<file path="src/design/isotp_frame_reassembler_defines.svh">
// ----------------------------------------------------------------------------
// ISO-TP reassembler assertion macros
// Checks used at the end of the top level; empty bodies for synthesis.
// ----------------------------------------------------------------------------
`ifndef ISOTP_FRAME_REASSEMBLER_DEFINES_SVH
`define ISOTP_FRAME_REASSEMBLER_DEFINES_SVH

`ifndef SYNTHESIS
// Same-cycle implication, ignored during reset.
`define ISOTP_ASSERT_SAME(label, clk, rst, ante, cons) \
   label: assert property (@(posedge clk) disable iff (rst) (ante) |-> (cons)) \
      else $error("isotp same-cycle check failed");
// Next-cycle implication, ignored during reset.
`define ISOTP_ASSERT_NEXT(label, clk, rst, ante, cons) \
   label: assert property (@(posedge clk) disable iff (rst) (ante) |=> (cons)) \
      else $error("isotp next-cycle check failed");
`else
`define ISOTP_ASSERT_SAME(label, clk, rst, ante, cons)
`define ISOTP_ASSERT_NEXT(label, clk, rst, ante, cons)
`endif

`endif

</file>
<file path="src/design/isotp_pkg.sv">
// ----------------------------------------------------------------------------
// ISO-TP reassembler package
// Frame kinds, masks and the job descriptor passed from front to back.
// ----------------------------------------------------------------------------
package isotp_pkg;

   localparam logic [7:0] TYPE_MASK = 8'hF0;
   localparam logic [7:0] LOW_MASK  = 8'h0F;

   localparam int FRAME_BYTES = 7;    // data bytes after the PCI byte in a classic CAN frame
   localparam int FIRST_BYTES = 6;    // payload bytes in a first frame

   typedef enum logic [3:0] {
      KIND_SINGLE = 4'h0,
      KIND_FIRST  = 4'h1,
      KIND_CONSEC = 4'h2
   } frame_kind_type;

   // One frame's worth of output work.
   typedef struct packed {
      logic [FRAME_BYTES-1:0][7:0] data;   // data[0] goes out first
      logic [2:0]                  count;  // beats to emit, 1..7
      logic [11:0]                 start;  // offset of the first byte
      logic                        valid;  // 0 only for an empty single frame
      logic                        done;   // last beat completes a message
      logic [3:0]                  seq;
   } job_type;

endpackage

</file>
<file path="src/design/isotp_front.sv">
// ----------------------------------------------------------------------------
// ISO-TP front end
// Classify each frame, track message progress and build at most one output job.
// ----------------------------------------------------------------------------
module isotp_front import isotp_pkg::*; (
   input  logic        clock,
   input  logic        reset,
   input  logic        accept,
   input  logic [7:0]  pci_byte,
   input  logic [7:0]  byte_one,
   input  logic [7:0]  byte_two,
   input  logic [7:0]  byte_three,
   input  logic [7:0]  byte_four,
   input  logic [7:0]  byte_five,
   input  logic [7:0]  byte_six,
   input  logic [7:0]  byte_seven,
   output logic        push,
   output job_type     job
);

   logic [11:0] remaining_ff, remaining_in;
   logic [11:0] offset_ff, offset_in;
   logic [3:0]  nib;
   logic [11:0] total;
   logic [2:0]  take;
   logic [11:0] left;
   logic        emit;
   frame_kind_type kind;

   assign kind  = frame_kind_type'(4'((pci_byte & TYPE_MASK) >> 4));
   assign nib   = 4'(pci_byte & LOW_MASK);
   assign total = {nib, byte_one};
   assign take  = (remaining_ff > 12'd7) ? 3'd7 : remaining_ff[2:0];
   assign left  = remaining_ff - 12'(take);

   always_comb begin
      job          = '0;
      emit         = 1'b0;
      remaining_in = remaining_ff;
      offset_in    = offset_ff;
      unique case (kind)
         KIND_SINGLE: begin
            emit         = 1'b1;
            remaining_in = '0;
            offset_in    = '0;
            job.done     = 1'b1;
            if (nib == 4'd0) begin
               job.count = 3'd1;         // empty message: one marker beat
            end else begin
               job.valid = 1'b1;
               job.count = (nib > 4'd7) ? 3'd7 : nib[2:0];
               job.data  = {byte_seven, byte_six, byte_five, byte_four,
                            byte_three, byte_two, byte_one};
            end
         end
         KIND_FIRST: begin
            emit         = 1'b1;
            remaining_in = (total > 12'(FIRST_BYTES)) ? total - 12'(FIRST_BYTES) : '0;
            offset_in    = 12'(FIRST_BYTES);
            job.valid    = 1'b1;
            job.count    = 3'(FIRST_BYTES);
            job.data     = {8'h00, byte_seven, byte_six, byte_five, byte_four,
                            byte_three, byte_two};
         end
         KIND_CONSEC: begin
            if (remaining_ff != '0) begin
               emit         = 1'b1;
               remaining_in = left;
               offset_in    = offset_ff + 12'(take);
               job.valid    = 1'b1;
               job.count    = take;
               job.start    = offset_ff;
               job.done     = (left == '0);
               job.seq      = nib;
               job.data     = {byte_seven, byte_six, byte_five, byte_four,
                               byte_three, byte_two, byte_one};
            end
         end
         default: begin
            // flow control and unknown kinds: drop
         end
      endcase
   end

   assign push = accept & emit;

   always_ff @(posedge clock) begin
      if (reset) begin
         remaining_ff <= '0;
         offset_ff    <= '0;
      end else if (accept) begin
         remaining_ff <= remaining_in;
         offset_ff    <= offset_in;
      end
   end

endmodule

</file>
<file path="src/design/isotp_queue.sv">
// ----------------------------------------------------------------------------
// ISO-TP job queue
// Two-entry queue of frame jobs between the front and back ends.
// ----------------------------------------------------------------------------
module isotp_queue import isotp_pkg::*; (
   input  logic    clock,
   input  logic    reset,
   input  logic    push,
   input  job_type push_job,
   input  logic    pop,
   output logic    full,
   output logic    head_valid,
   output job_type head
);

   job_type    entry_ff [2];
   logic       wr_ptr_ff, wr_ptr_in;
   logic       rd_ptr_ff, rd_ptr_in;
   logic [1:0] fill_ff, fill_in;
   logic       do_pop;

   assign full       = (fill_ff == 2'd2);
   assign head_valid = (fill_ff != 2'd0);
   assign head       = entry_ff[rd_ptr_ff];
   assign do_pop     = pop & head_valid;

   always_comb begin
      wr_ptr_in = push   ? ~wr_ptr_ff : wr_ptr_ff;
      rd_ptr_in = do_pop ? ~rd_ptr_ff : rd_ptr_ff;
      fill_in   = fill_ff + 2'(push) - 2'(do_pop);
   end

   always_ff @(posedge clock) begin
      if (reset) begin
         wr_ptr_ff <= 1'b0;
         rd_ptr_ff <= 1'b0;
         fill_ff   <= '0;
      end else begin
         wr_ptr_ff <= wr_ptr_in;
         rd_ptr_ff <= rd_ptr_in;
         fill_ff   <= fill_in;
      end
   end

   always_ff @(posedge clock) begin
      if (push) begin
         entry_ff[wr_ptr_ff] <= push_job;
      end
   end

endmodule

</file>
<file path="src/design/isotp_back.sv">
// ----------------------------------------------------------------------------
// ISO-TP back end
// Walk the head job into the output register one byte per cycle while rsp_stall is low.
// ----------------------------------------------------------------------------
module isotp_back import isotp_pkg::*; (
   input  logic        clock,
   input  logic        reset,
   input  logic        head_valid,
   input  job_type     head,
   output logic        pop,
   output logic        rsp_valid,
   input  logic        rsp_stall,
   output logic [7:0]  rsp_data_byte,
   output logic [11:0] rsp_byte_offset,
   output logic        rsp_byte_valid,
   output logic        rsp_last_of_frame,
   output logic        rsp_message_done,
   output logic [3:0]  rsp_seq_number
);

   logic [2:0]  idx_ff, idx_in;
   logic        valid_ff, valid_in;
   logic [7:0]  data_ff;
   logic [11:0] offset_ff;
   logic        bvalid_ff, last_ff, done_ff;
   logic [3:0]  seq_ff;
   logic        load, step, last;

   assign load = ~valid_ff | ~rsp_stall;
   assign step = load & head_valid;
   assign last = (idx_ff == head.count - 3'd1);
   assign pop  = step & last;

   always_comb begin
      idx_in   = idx_ff;
      valid_in = valid_ff;
      if (load) begin
         valid_in = head_valid;
      end
      if (step) begin
         idx_in = last ? 3'd0 : idx_ff + 3'd1;
      end
   end

   always_ff @(posedge clock) begin
      if (reset) begin
         idx_ff   <= '0;
         valid_ff <= 1'b0;
      end else begin
         idx_ff   <= idx_in;
         valid_ff <= valid_in;
      end
   end

   always_ff @(posedge clock) begin
      if (step) begin
         data_ff   <= head.data[idx_ff];
         offset_ff <= head.start + 12'(idx_ff);
         bvalid_ff <= head.valid;
         last_ff   <= last;
         done_ff   <= last & head.done;
         seq_ff    <= head.seq;
      end
   end

   assign rsp_valid         = valid_ff;
   assign rsp_data_byte     = data_ff;
   assign rsp_byte_offset   = offset_ff;
   assign rsp_byte_valid    = bvalid_ff;
   assign rsp_last_of_frame = last_ff;
   assign rsp_message_done  = done_ff;
   assign rsp_seq_number    = seq_ff;

endmodule

</file>
<file path="src/design/isotp_frame_reassembler.sv">
// ----------------------------------------------------------------------------
// ISO-TP frame reassembler
// Turns received classic CAN frames into a stream of tagged payload bytes.
// ----------------------------------------------------------------------------
// Usage:
//   req_* carries one CAN frame per beat: the PCI byte and data bytes one to
//   seven. rsp_* carries one payload byte per beat with its message offset,
//   a frame-end mark, a message-done mark and the consecutive-frame sequence.
//   Single, first and consecutive frames emit 1..7 beats (an empty single
//   frame emits one beat with rsp_byte_valid low); flow-control, unknown and
//   orphan consecutive frames emit nothing.
//   Path: a frame's job is registered in the queue, then its first byte in the
//   back end's output register when the back end is free. Throughput: one
//   response beat per cycle while rsp_stall is low, so a frame holds the back
//   end for as many beats as it emits bytes (at most seven); the request side
//   takes a frame every cycle while the two-entry job queue has room.
//   Reset clears the message count and offset, empties the queue and drops
//   the response valid. When the receiver stalls, the response beat holds,
//   the queue fills, and req_stall rises once both entries are taken.
// ----------------------------------------------------------------------------
`include "isotp_frame_reassembler_defines.svh"

module isotp_frame_reassembler import isotp_pkg::*; (
   input  logic        clock,
   input  logic        reset,
   input  logic        req_valid,
   output logic        req_stall,
   input  logic [7:0]  req_pci_byte,
   input  logic [7:0]  req_byte_one,
   input  logic [7:0]  req_byte_two,
   input  logic [7:0]  req_byte_three,
   input  logic [7:0]  req_byte_four,
   input  logic [7:0]  req_byte_five,
   input  logic [7:0]  req_byte_six,
   input  logic [7:0]  req_byte_seven,
   output logic        rsp_valid,
   input  logic        rsp_stall,
   output logic [7:0]  rsp_data_byte,
   output logic [11:0] rsp_byte_offset,
   output logic        rsp_byte_valid,
   output logic        rsp_last_of_frame,
   output logic        rsp_message_done,
   output logic [3:0]  rsp_seq_number
);

   logic    accept;
   logic    push;
   job_type push_job;
   logic    q_full;
   logic    head_valid;
   job_type head;
   logic    pop;

   // Hold the request side only while the queue is full.
   assign req_stall = q_full;
   assign accept    = req_valid & ~q_full;

   // Front: classify the frame, advance message state, build the job.
   isotp_front u_front (
      .clock      (clock),
      .reset      (reset),
      .accept     (accept),
      .pci_byte   (req_pci_byte),
      .byte_one   (req_byte_one),
      .byte_two   (req_byte_two),
      .byte_three (req_byte_three),
      .byte_four  (req_byte_four),
      .byte_five  (req_byte_five),
      .byte_six   (req_byte_six),
      .byte_seven (req_byte_seven),
      .push       (push),
      .job        (push_job)
   );

   // Queue: decouple frame intake from byte emission.
   isotp_queue u_queue (
      .clock      (clock),
      .reset      (reset),
      .push       (push),
      .push_job   (push_job),
      .pop        (pop),
      .full       (q_full),
      .head_valid (head_valid),
      .head       (head)
   );

   // Back: emit the head job one byte per beat.
   isotp_back u_back (
      .clock             (clock),
      .reset             (reset),
      .head_valid        (head_valid),
      .head              (head),
      .pop               (pop),
      .rsp_valid         (rsp_valid),
      .rsp_stall         (rsp_stall),
      .rsp_data_byte     (rsp_data_byte),
      .rsp_byte_offset   (rsp_byte_offset),
      .rsp_byte_valid    (rsp_byte_valid),
      .rsp_last_of_frame (rsp_last_of_frame),
      .rsp_message_done  (rsp_message_done),
      .rsp_seq_number    (rsp_seq_number)
   );

   // Never push into a full queue.
   `ISOTP_ASSERT_SAME(a_no_overflow, clock, reset, q_full, !push)
   // A completed message always closes its frame.
   `ISOTP_ASSERT_SAME(a_done_is_last, clock, reset, rsp_valid && rsp_message_done, rsp_last_of_frame)
   // An empty marker beat is a whole message at offset zero.
   `ISOTP_ASSERT_SAME(a_empty_beat, clock, reset, rsp_valid && !rsp_byte_valid, rsp_message_done && rsp_last_of_frame && rsp_byte_offset == 12'd0)
   // A frame's beats run without a bubble once the first one is taken.
   `ISOTP_ASSERT_NEXT(a_frame_no_gap, clock, reset, rsp_valid && !rsp_stall && !rsp_last_of_frame, rsp_valid)

endmodule
</file>
<file path="config.mk">
export PLATFORM = sky130hd
export DESIGN_NAME = isotp_frame_reassembler
export DESIGN_NICKNAME = d
export VERILOG_FILES = /design/src/design/isotp_pkg.sv /design/src/design/isotp_front.sv /design/src/design/isotp_queue.sv /design/src/design/isotp_back.sv /design/src/design/isotp_frame_reassembler.sv
export VERILOG_INCLUDE_DIRS = /design/src /design/src/design
export SDC_FILE = /design/constraint.sdc
export NUM_CORES = 1
export LEC_CHECK = 0
export ABC_AREA = 1
export BUFFER_PORTS_ARGS = -buffer_cell sky130_fd_sc_hd__buf_4
export CAP_MARGIN = 20
export CORE_MARGIN = 8
export CORE_UTILIZATION = 35
export CTS_CLUSTER_DIAMETER = 200
export DETAILED_ROUTE_END_ITERATION = 12
export GPL_TIMING_DRIVEN = 0
export PLACE_DENSITY = 0.52
export SYNTH_ARGS = -nofsm -noshare
export SYNTH_HDL_FRONTEND = slang
export SYNTH_SLANG_ARGS = --single-unit
export TNS_END_PERCENT = 100
</file>
<file path="constraint.sdc">
create_clock -name clock -period 6.4 [get_ports clock]
set_input_delay 1.28 -clock clock [delete_from_list [all_inputs] [get_ports clock]]
set_output_delay 1.28 -clock clock [all_outputs]
set_load 0.02 [all_outputs]
</file>
# Word-level counts from Yosys, hierarchy flattened
# Memory sizes are Yosys's and may differ from the RTL's. A register that Yosys moved wholly into a read port is not among the register bits.
# Index checks and enable logic that the tools add are counted.
[word_totals] mem_bits_rw=154 n_memories=1 in_bits=68 regBits=59
[mem_list] memory="u_queue.entry_ff" depth=2 width=77 rd=1 rd_clocked_by_memory_dff=1 write_ports=1 line="isotp_queue.sv:16" rtl="job_type entry_ff [2];"
[classes] addsub=8 order_cmp=4 reduce_logical=8 n_mux=25 eq_ne=5 bitwise_logic=12
[op_table] cell="$pmux W59 S3" count=1
[op_table] cell="$mux W77" count=1
[op_table] cell="$pmux W12 S3" count=2
[op_table] cell="$mux W56" count=1
[op_table] cell="$mux W12" count=4
[op_table] cell="$add A12 B3 Y12" count=2
[op_table] cell="$bmux W8 S3" count=1
[op_table] cell="$gt A12 B3 Y1 const B" count=2
[op_table] cell="$logic_not A12 Y1" count=1
[op_table] cell="$mux W3" count=4
[op_table] cell="$reduce_bool A12 Y1" count=1
[op_table] cell="$sub A12 B3 Y12" count=1
[op_table] cell="$sub A12 B3 Y12 const B" count=1
[op_table] cell="$logic_not A4 Y1" count=2
[op_table] cell="$mux W8" count=1
[op_table] cell="$and A1 B1 Y1" count=6
[op_table] cell="$mux W1" count=6
[op_table] cell="$not A1 Y1" count=5
[op_table] cell="$eq A4 B1 Y1 const B" count=1
[op_table] cell="$eq A4 B2 Y1 const B" count=1
[op_table] cell="$gt A4 B3 Y1 const B" count=1
[op_table] cell="$lt A3 B4 Y1 const B" count=1
[op_table] cell="$mux W4" count=1
[op_table] cell="$pmux W1 S2" count=2
[op_table] cell="13 further kinds" count=13

# Logic depth before layout (Yosys ltp)
[logic_depth] depth_word=7 depth_mapped=18

# Hierarchy
# A second synthesis with hierarchy kept.
[unflattened] hier_cells=979 hier_area_um2=10664.0
[modules_own_cells] module="isotp_queue" n_inst=1 area_each_um2=5930.7 seq_area_each_um2=4724.5 cells_each=276
[modules_own_cells] module="isotp_front" n_inst=1 area_each_um2=2706.3 seq_area_each_um2=480.5 cells_each=470
[modules_own_cells] module="isotp_back" n_inst=1 area_each_um2=2016.9 seq_area_each_um2=890.9 cells_each=231
[modules_own_cells] module="isotp_frame_reassembler" n_inst=1 area_each_um2=10.0 seq_area_each_um2=0.0 cells_each=2

# Least setup slack after synthesis
# No wires, ideal clock.
[synth_timing] path_kind="input port to flip-flop" from="input port req_pci_byte[7]" to="memory u_queue.entry_ff[1][0] (netlist name) (enable)" arrival_time_ns=5.353 path_slack_ns=0.533 cell_stages=8 n_path_buf=1 required_time_ns=5.886 path_cell_list="nor2_4 > nand3_2 > nand2_2 > nor2_4 > nor2_4 > nand2_4 > buf_2 > nor2_1"
[synth_via] elab_chain_cells=6 word_cells_on_any_way=8 classes_between="2 x eq/ne; 3 x mux; 1 x bitwise; 2 x reduce/logical"
[synth_lines] element="start, declared" line="isotp_frame_reassembler.sv:28" rtl="input logic [7:0] req_pci_byte,"
[synth_lines] element="$eq A4 B1 Y1 / $logic_not A4 Y1 (equally long branches)" line="isotp_front.sv:41" rtl="unique case (kind)"
[synth_lines] element="$reduce_or A2 Y1 (no line)"
[synth_lines] element="$pmux W1 S2 (*)" line="isotp_front.sv:41"
[synth_lines] element="$and A1 B1 Y1 (*)" line="isotp_front.sv:85" rtl="assign push = accept & emit;"
[synth_lines] element="$mux W1 (*)" line="isotp_queue.sv:46" rtl="if (push) begin"
[synth_lines] element="$mux W1 (not written as such) (*)" line="isotp_queue.sv:47" rtl="entry_ff[wr_ptr_ff] <= push_job;"
[synth_lines] element="end, declared" line="isotp_queue.sv:16"
# Every way passes the cells marked *; elsewhere a longest branch is shown, timed or not.

==> impl_metrics.ini <==
[run_status]
run_status = complete, no violations

[timing]
worstMarginPinSlew_ps = 865
final.setup.tns_ps = 0
setup_viol = 0
skew_ps = 18.2
fmax_ghz = 0.284
rsz0062_at_grt = false
drv_slew = 0
fin_hold_ws_ps = 469
period_minus_slack_ps = 3520
fin_crit_sh_pct = 55.0
hold_viol = 0
slew_headroom_pct = 42.2
layout_setup_ws_ps = 2880

[setup_path]
crit_family = buffers and inverters
crit_type = flop to flop
cp_num_buf_inv = 7
cp_slowest_cell = buf_2
critical_path_arrival_ps = 3960
slowest_delay_ps = 350
crit_chain = buf_4 -> buf_2 -> buf_2 -> buf_2 -> mux2i_1 -> ha_1 -> xnor2_1 -> xor2_1 -> inv_1 -> nor2_2 -> nand2_2 -> inv_1 -> ha_1 -> inv_1 -> ha_1 -> xor2_1 -> o21ai_0 -> a21oi_1
worst_setup_path_start_kind = flop
path_max_fanout = 10
end_kind = flop
cp.required_ps = 6840

[final_layout]
layout-drive-gt1-share_pct = 16.7
nFillCells = 2833
nNetsFinal = 1195
antenna_cells = 0
multi_input_area_um2 = 3240
final-seq-area_um2 = 6100
area_delta_synth_final_pct = 20.9

[synthesis]
synthesis.instances = 985
ys_seq_area_share_pct = 60.9
synth_common_cells = edfxtp_1 (181), nand2_1 (136), inv_1 (124)
yosysMostFrequentCell = edfxtp_1
syn_area_um2 = 10000
synth.distinct_cells = 45
yosys.area.top_type_share_pct = 54.3
yosys.area.top_type = edfxtp_1
ys_warn_count = 0
syn_nets = 1068
async_flop_share_pct = 0
synth_edf_count = 181
ys_ff_latch = 214
synth_flop_cell = edfxtp_1
avgSynthCellArea_um2 = 10.2
synth_area_leaders = edfxtp_1 (54%), dfxtp_1 (6.6%), nand2_1 (5.1%)

[clocking]
cts_tree = done
cts_setup_buffers = 0
holdBufCountCts = 0
cts_buffers = 24
path_clk_slew_ps = 60
clockBufferDepth = 3
clk_latency_ps = 520
ctsHtreeMaxLevel = 1
clock-sinks = 214
cts_resized = 0
cts_root_buffer = clkbuf_16

[min_path]
holdCritStartpoint = u_queue.fill_ff[1]
hold_path_class = flop to flop

[detailed_routing]
firstDrtPassIters = 6
drt_wl_total_mm = 28.6
drc = 0
via_per_inst = 5.03
drt_iter0_markers = 688
wl_per_cell_um = 18.9
dr_total_vias = 7611
ant_nets = 0

[global_route]
antenna_found_initial = 0
grt_pass1_wl_mm = 43.7
grt_max_degree = 30
grt_pass1_vias = 7594
overflow = 0
grt_util_all_layers_pct = 16.7

[floorplanning]
core_area_um2 = 28400
dieArea_um2 = 34300
initial_utilization_pct = 35.2
num_rows = 62
dieWidth_um = 185
dieHeight_um = 185
pin_count = 97

[placement]
dp_hpwl_mm = 20.4
pre_cts_ws_ps = 2460
portBuffers = 96
gp_congestion = 0.891

[run]
maxCapViolCount = 0

[pwr]
p_per_area_nw_per_um2 = 275
ir_drop_mv = 0.195
leakage_nw = 4.77
-- through the flow --
step	cells	instance area (µm²)	utilization, %	power (W)
floorplan	985	10000	-	0.00186
global placement	1465	11200	39.5	0.00203
detailed placement	1470	11300	39.9	0.00203
CTS	1513	12100	42.6	0.00335
global route	1513	12100	42.6	0.00345
finish	1513	12100	42.6	0.00332
-- registers in the layout, indices dropped and copies added (netlist names), 2 cells and up, named ones only --
signal,flops
u_queue.fill_ff,2
u_back.rsp_byte_offset,12
u_queue.entry_ff,154
u_back.rsp_data_byte,8
u_front.remaining_ff,12
u_back.rsp_seq_number,4
u_back.idx_ff,3
u_front.offset_ff,12
-- layout by cell type (no fill, tap or decap), types with 16 or more instances in the layout --
master     netlist  routed
edfxtp_1       181     181
o22ai_1         66      66
buf_4            7     103
xor2_1          21      21
dfxtp_1         33      33
nor3_1          16      16
o21ai_0         88      88
clkbuf_1        20      24
a21oi_1         34      34
nand2_1        136     136
nand3_1         25      25
inv_1          124     124
clkbuf_16        0      24
nor2_1         122     120
-- layer usage --
layer,vias to the layer above,global-route usage [%],part of all wire (%)
met5,-,0,0
met4,0,3.78,1.7
met3,41,3.10,7.1
met2,255,27.9,47
met1,3646,22.4,45
li1,3669,-,-
-- logic make-up after synthesis --
group           share of synthesized area (%)
simple gates                             14.5
compound gates                           12.7
flops                                    60.9
buf+inv                                  6.82
xor+xnor                                 2.19
fa+ha+maj                                2.03
mux                                     0.800
-- power breakdown --
part	switching [W]	total (W)	internal [W]	leakage, nW
sequential	0.0000175	0.00158	0.00156	1.95
combinational	0.000281	0.000428	0.000148	2.45
clock	0.000545	0.00132	0.000776	0.365
total	0.000843	0.00332	0.00248	4.77
-- layout make-up --
class,instances,area share [%]
plain buffers,41,1.61
clock buffers,32,5.54
clock inverters,11,0.786
inverters,129,4.02
multi-input cells,601,26.8
flip-flops and latches,214,50.4
well taps,384,3.97
repair buffers,101,6.85
-- worst paths after layout --
| check | to | slack (ps) | cells after the start |
|---|---|---|---|
| worst max-delay path | u_queue.fill_ff[1] | 2880 | 18 |
| worst min-delay path | u_queue.fill_ff[1] | 470 | 1 |
| worst max register to register | u_queue.fill_ff[1] | 2880 | 18 |
| worst min register to register | u_queue.fill_ff[1] | 470 | 1 |
(Power assumes the default switching activity.)
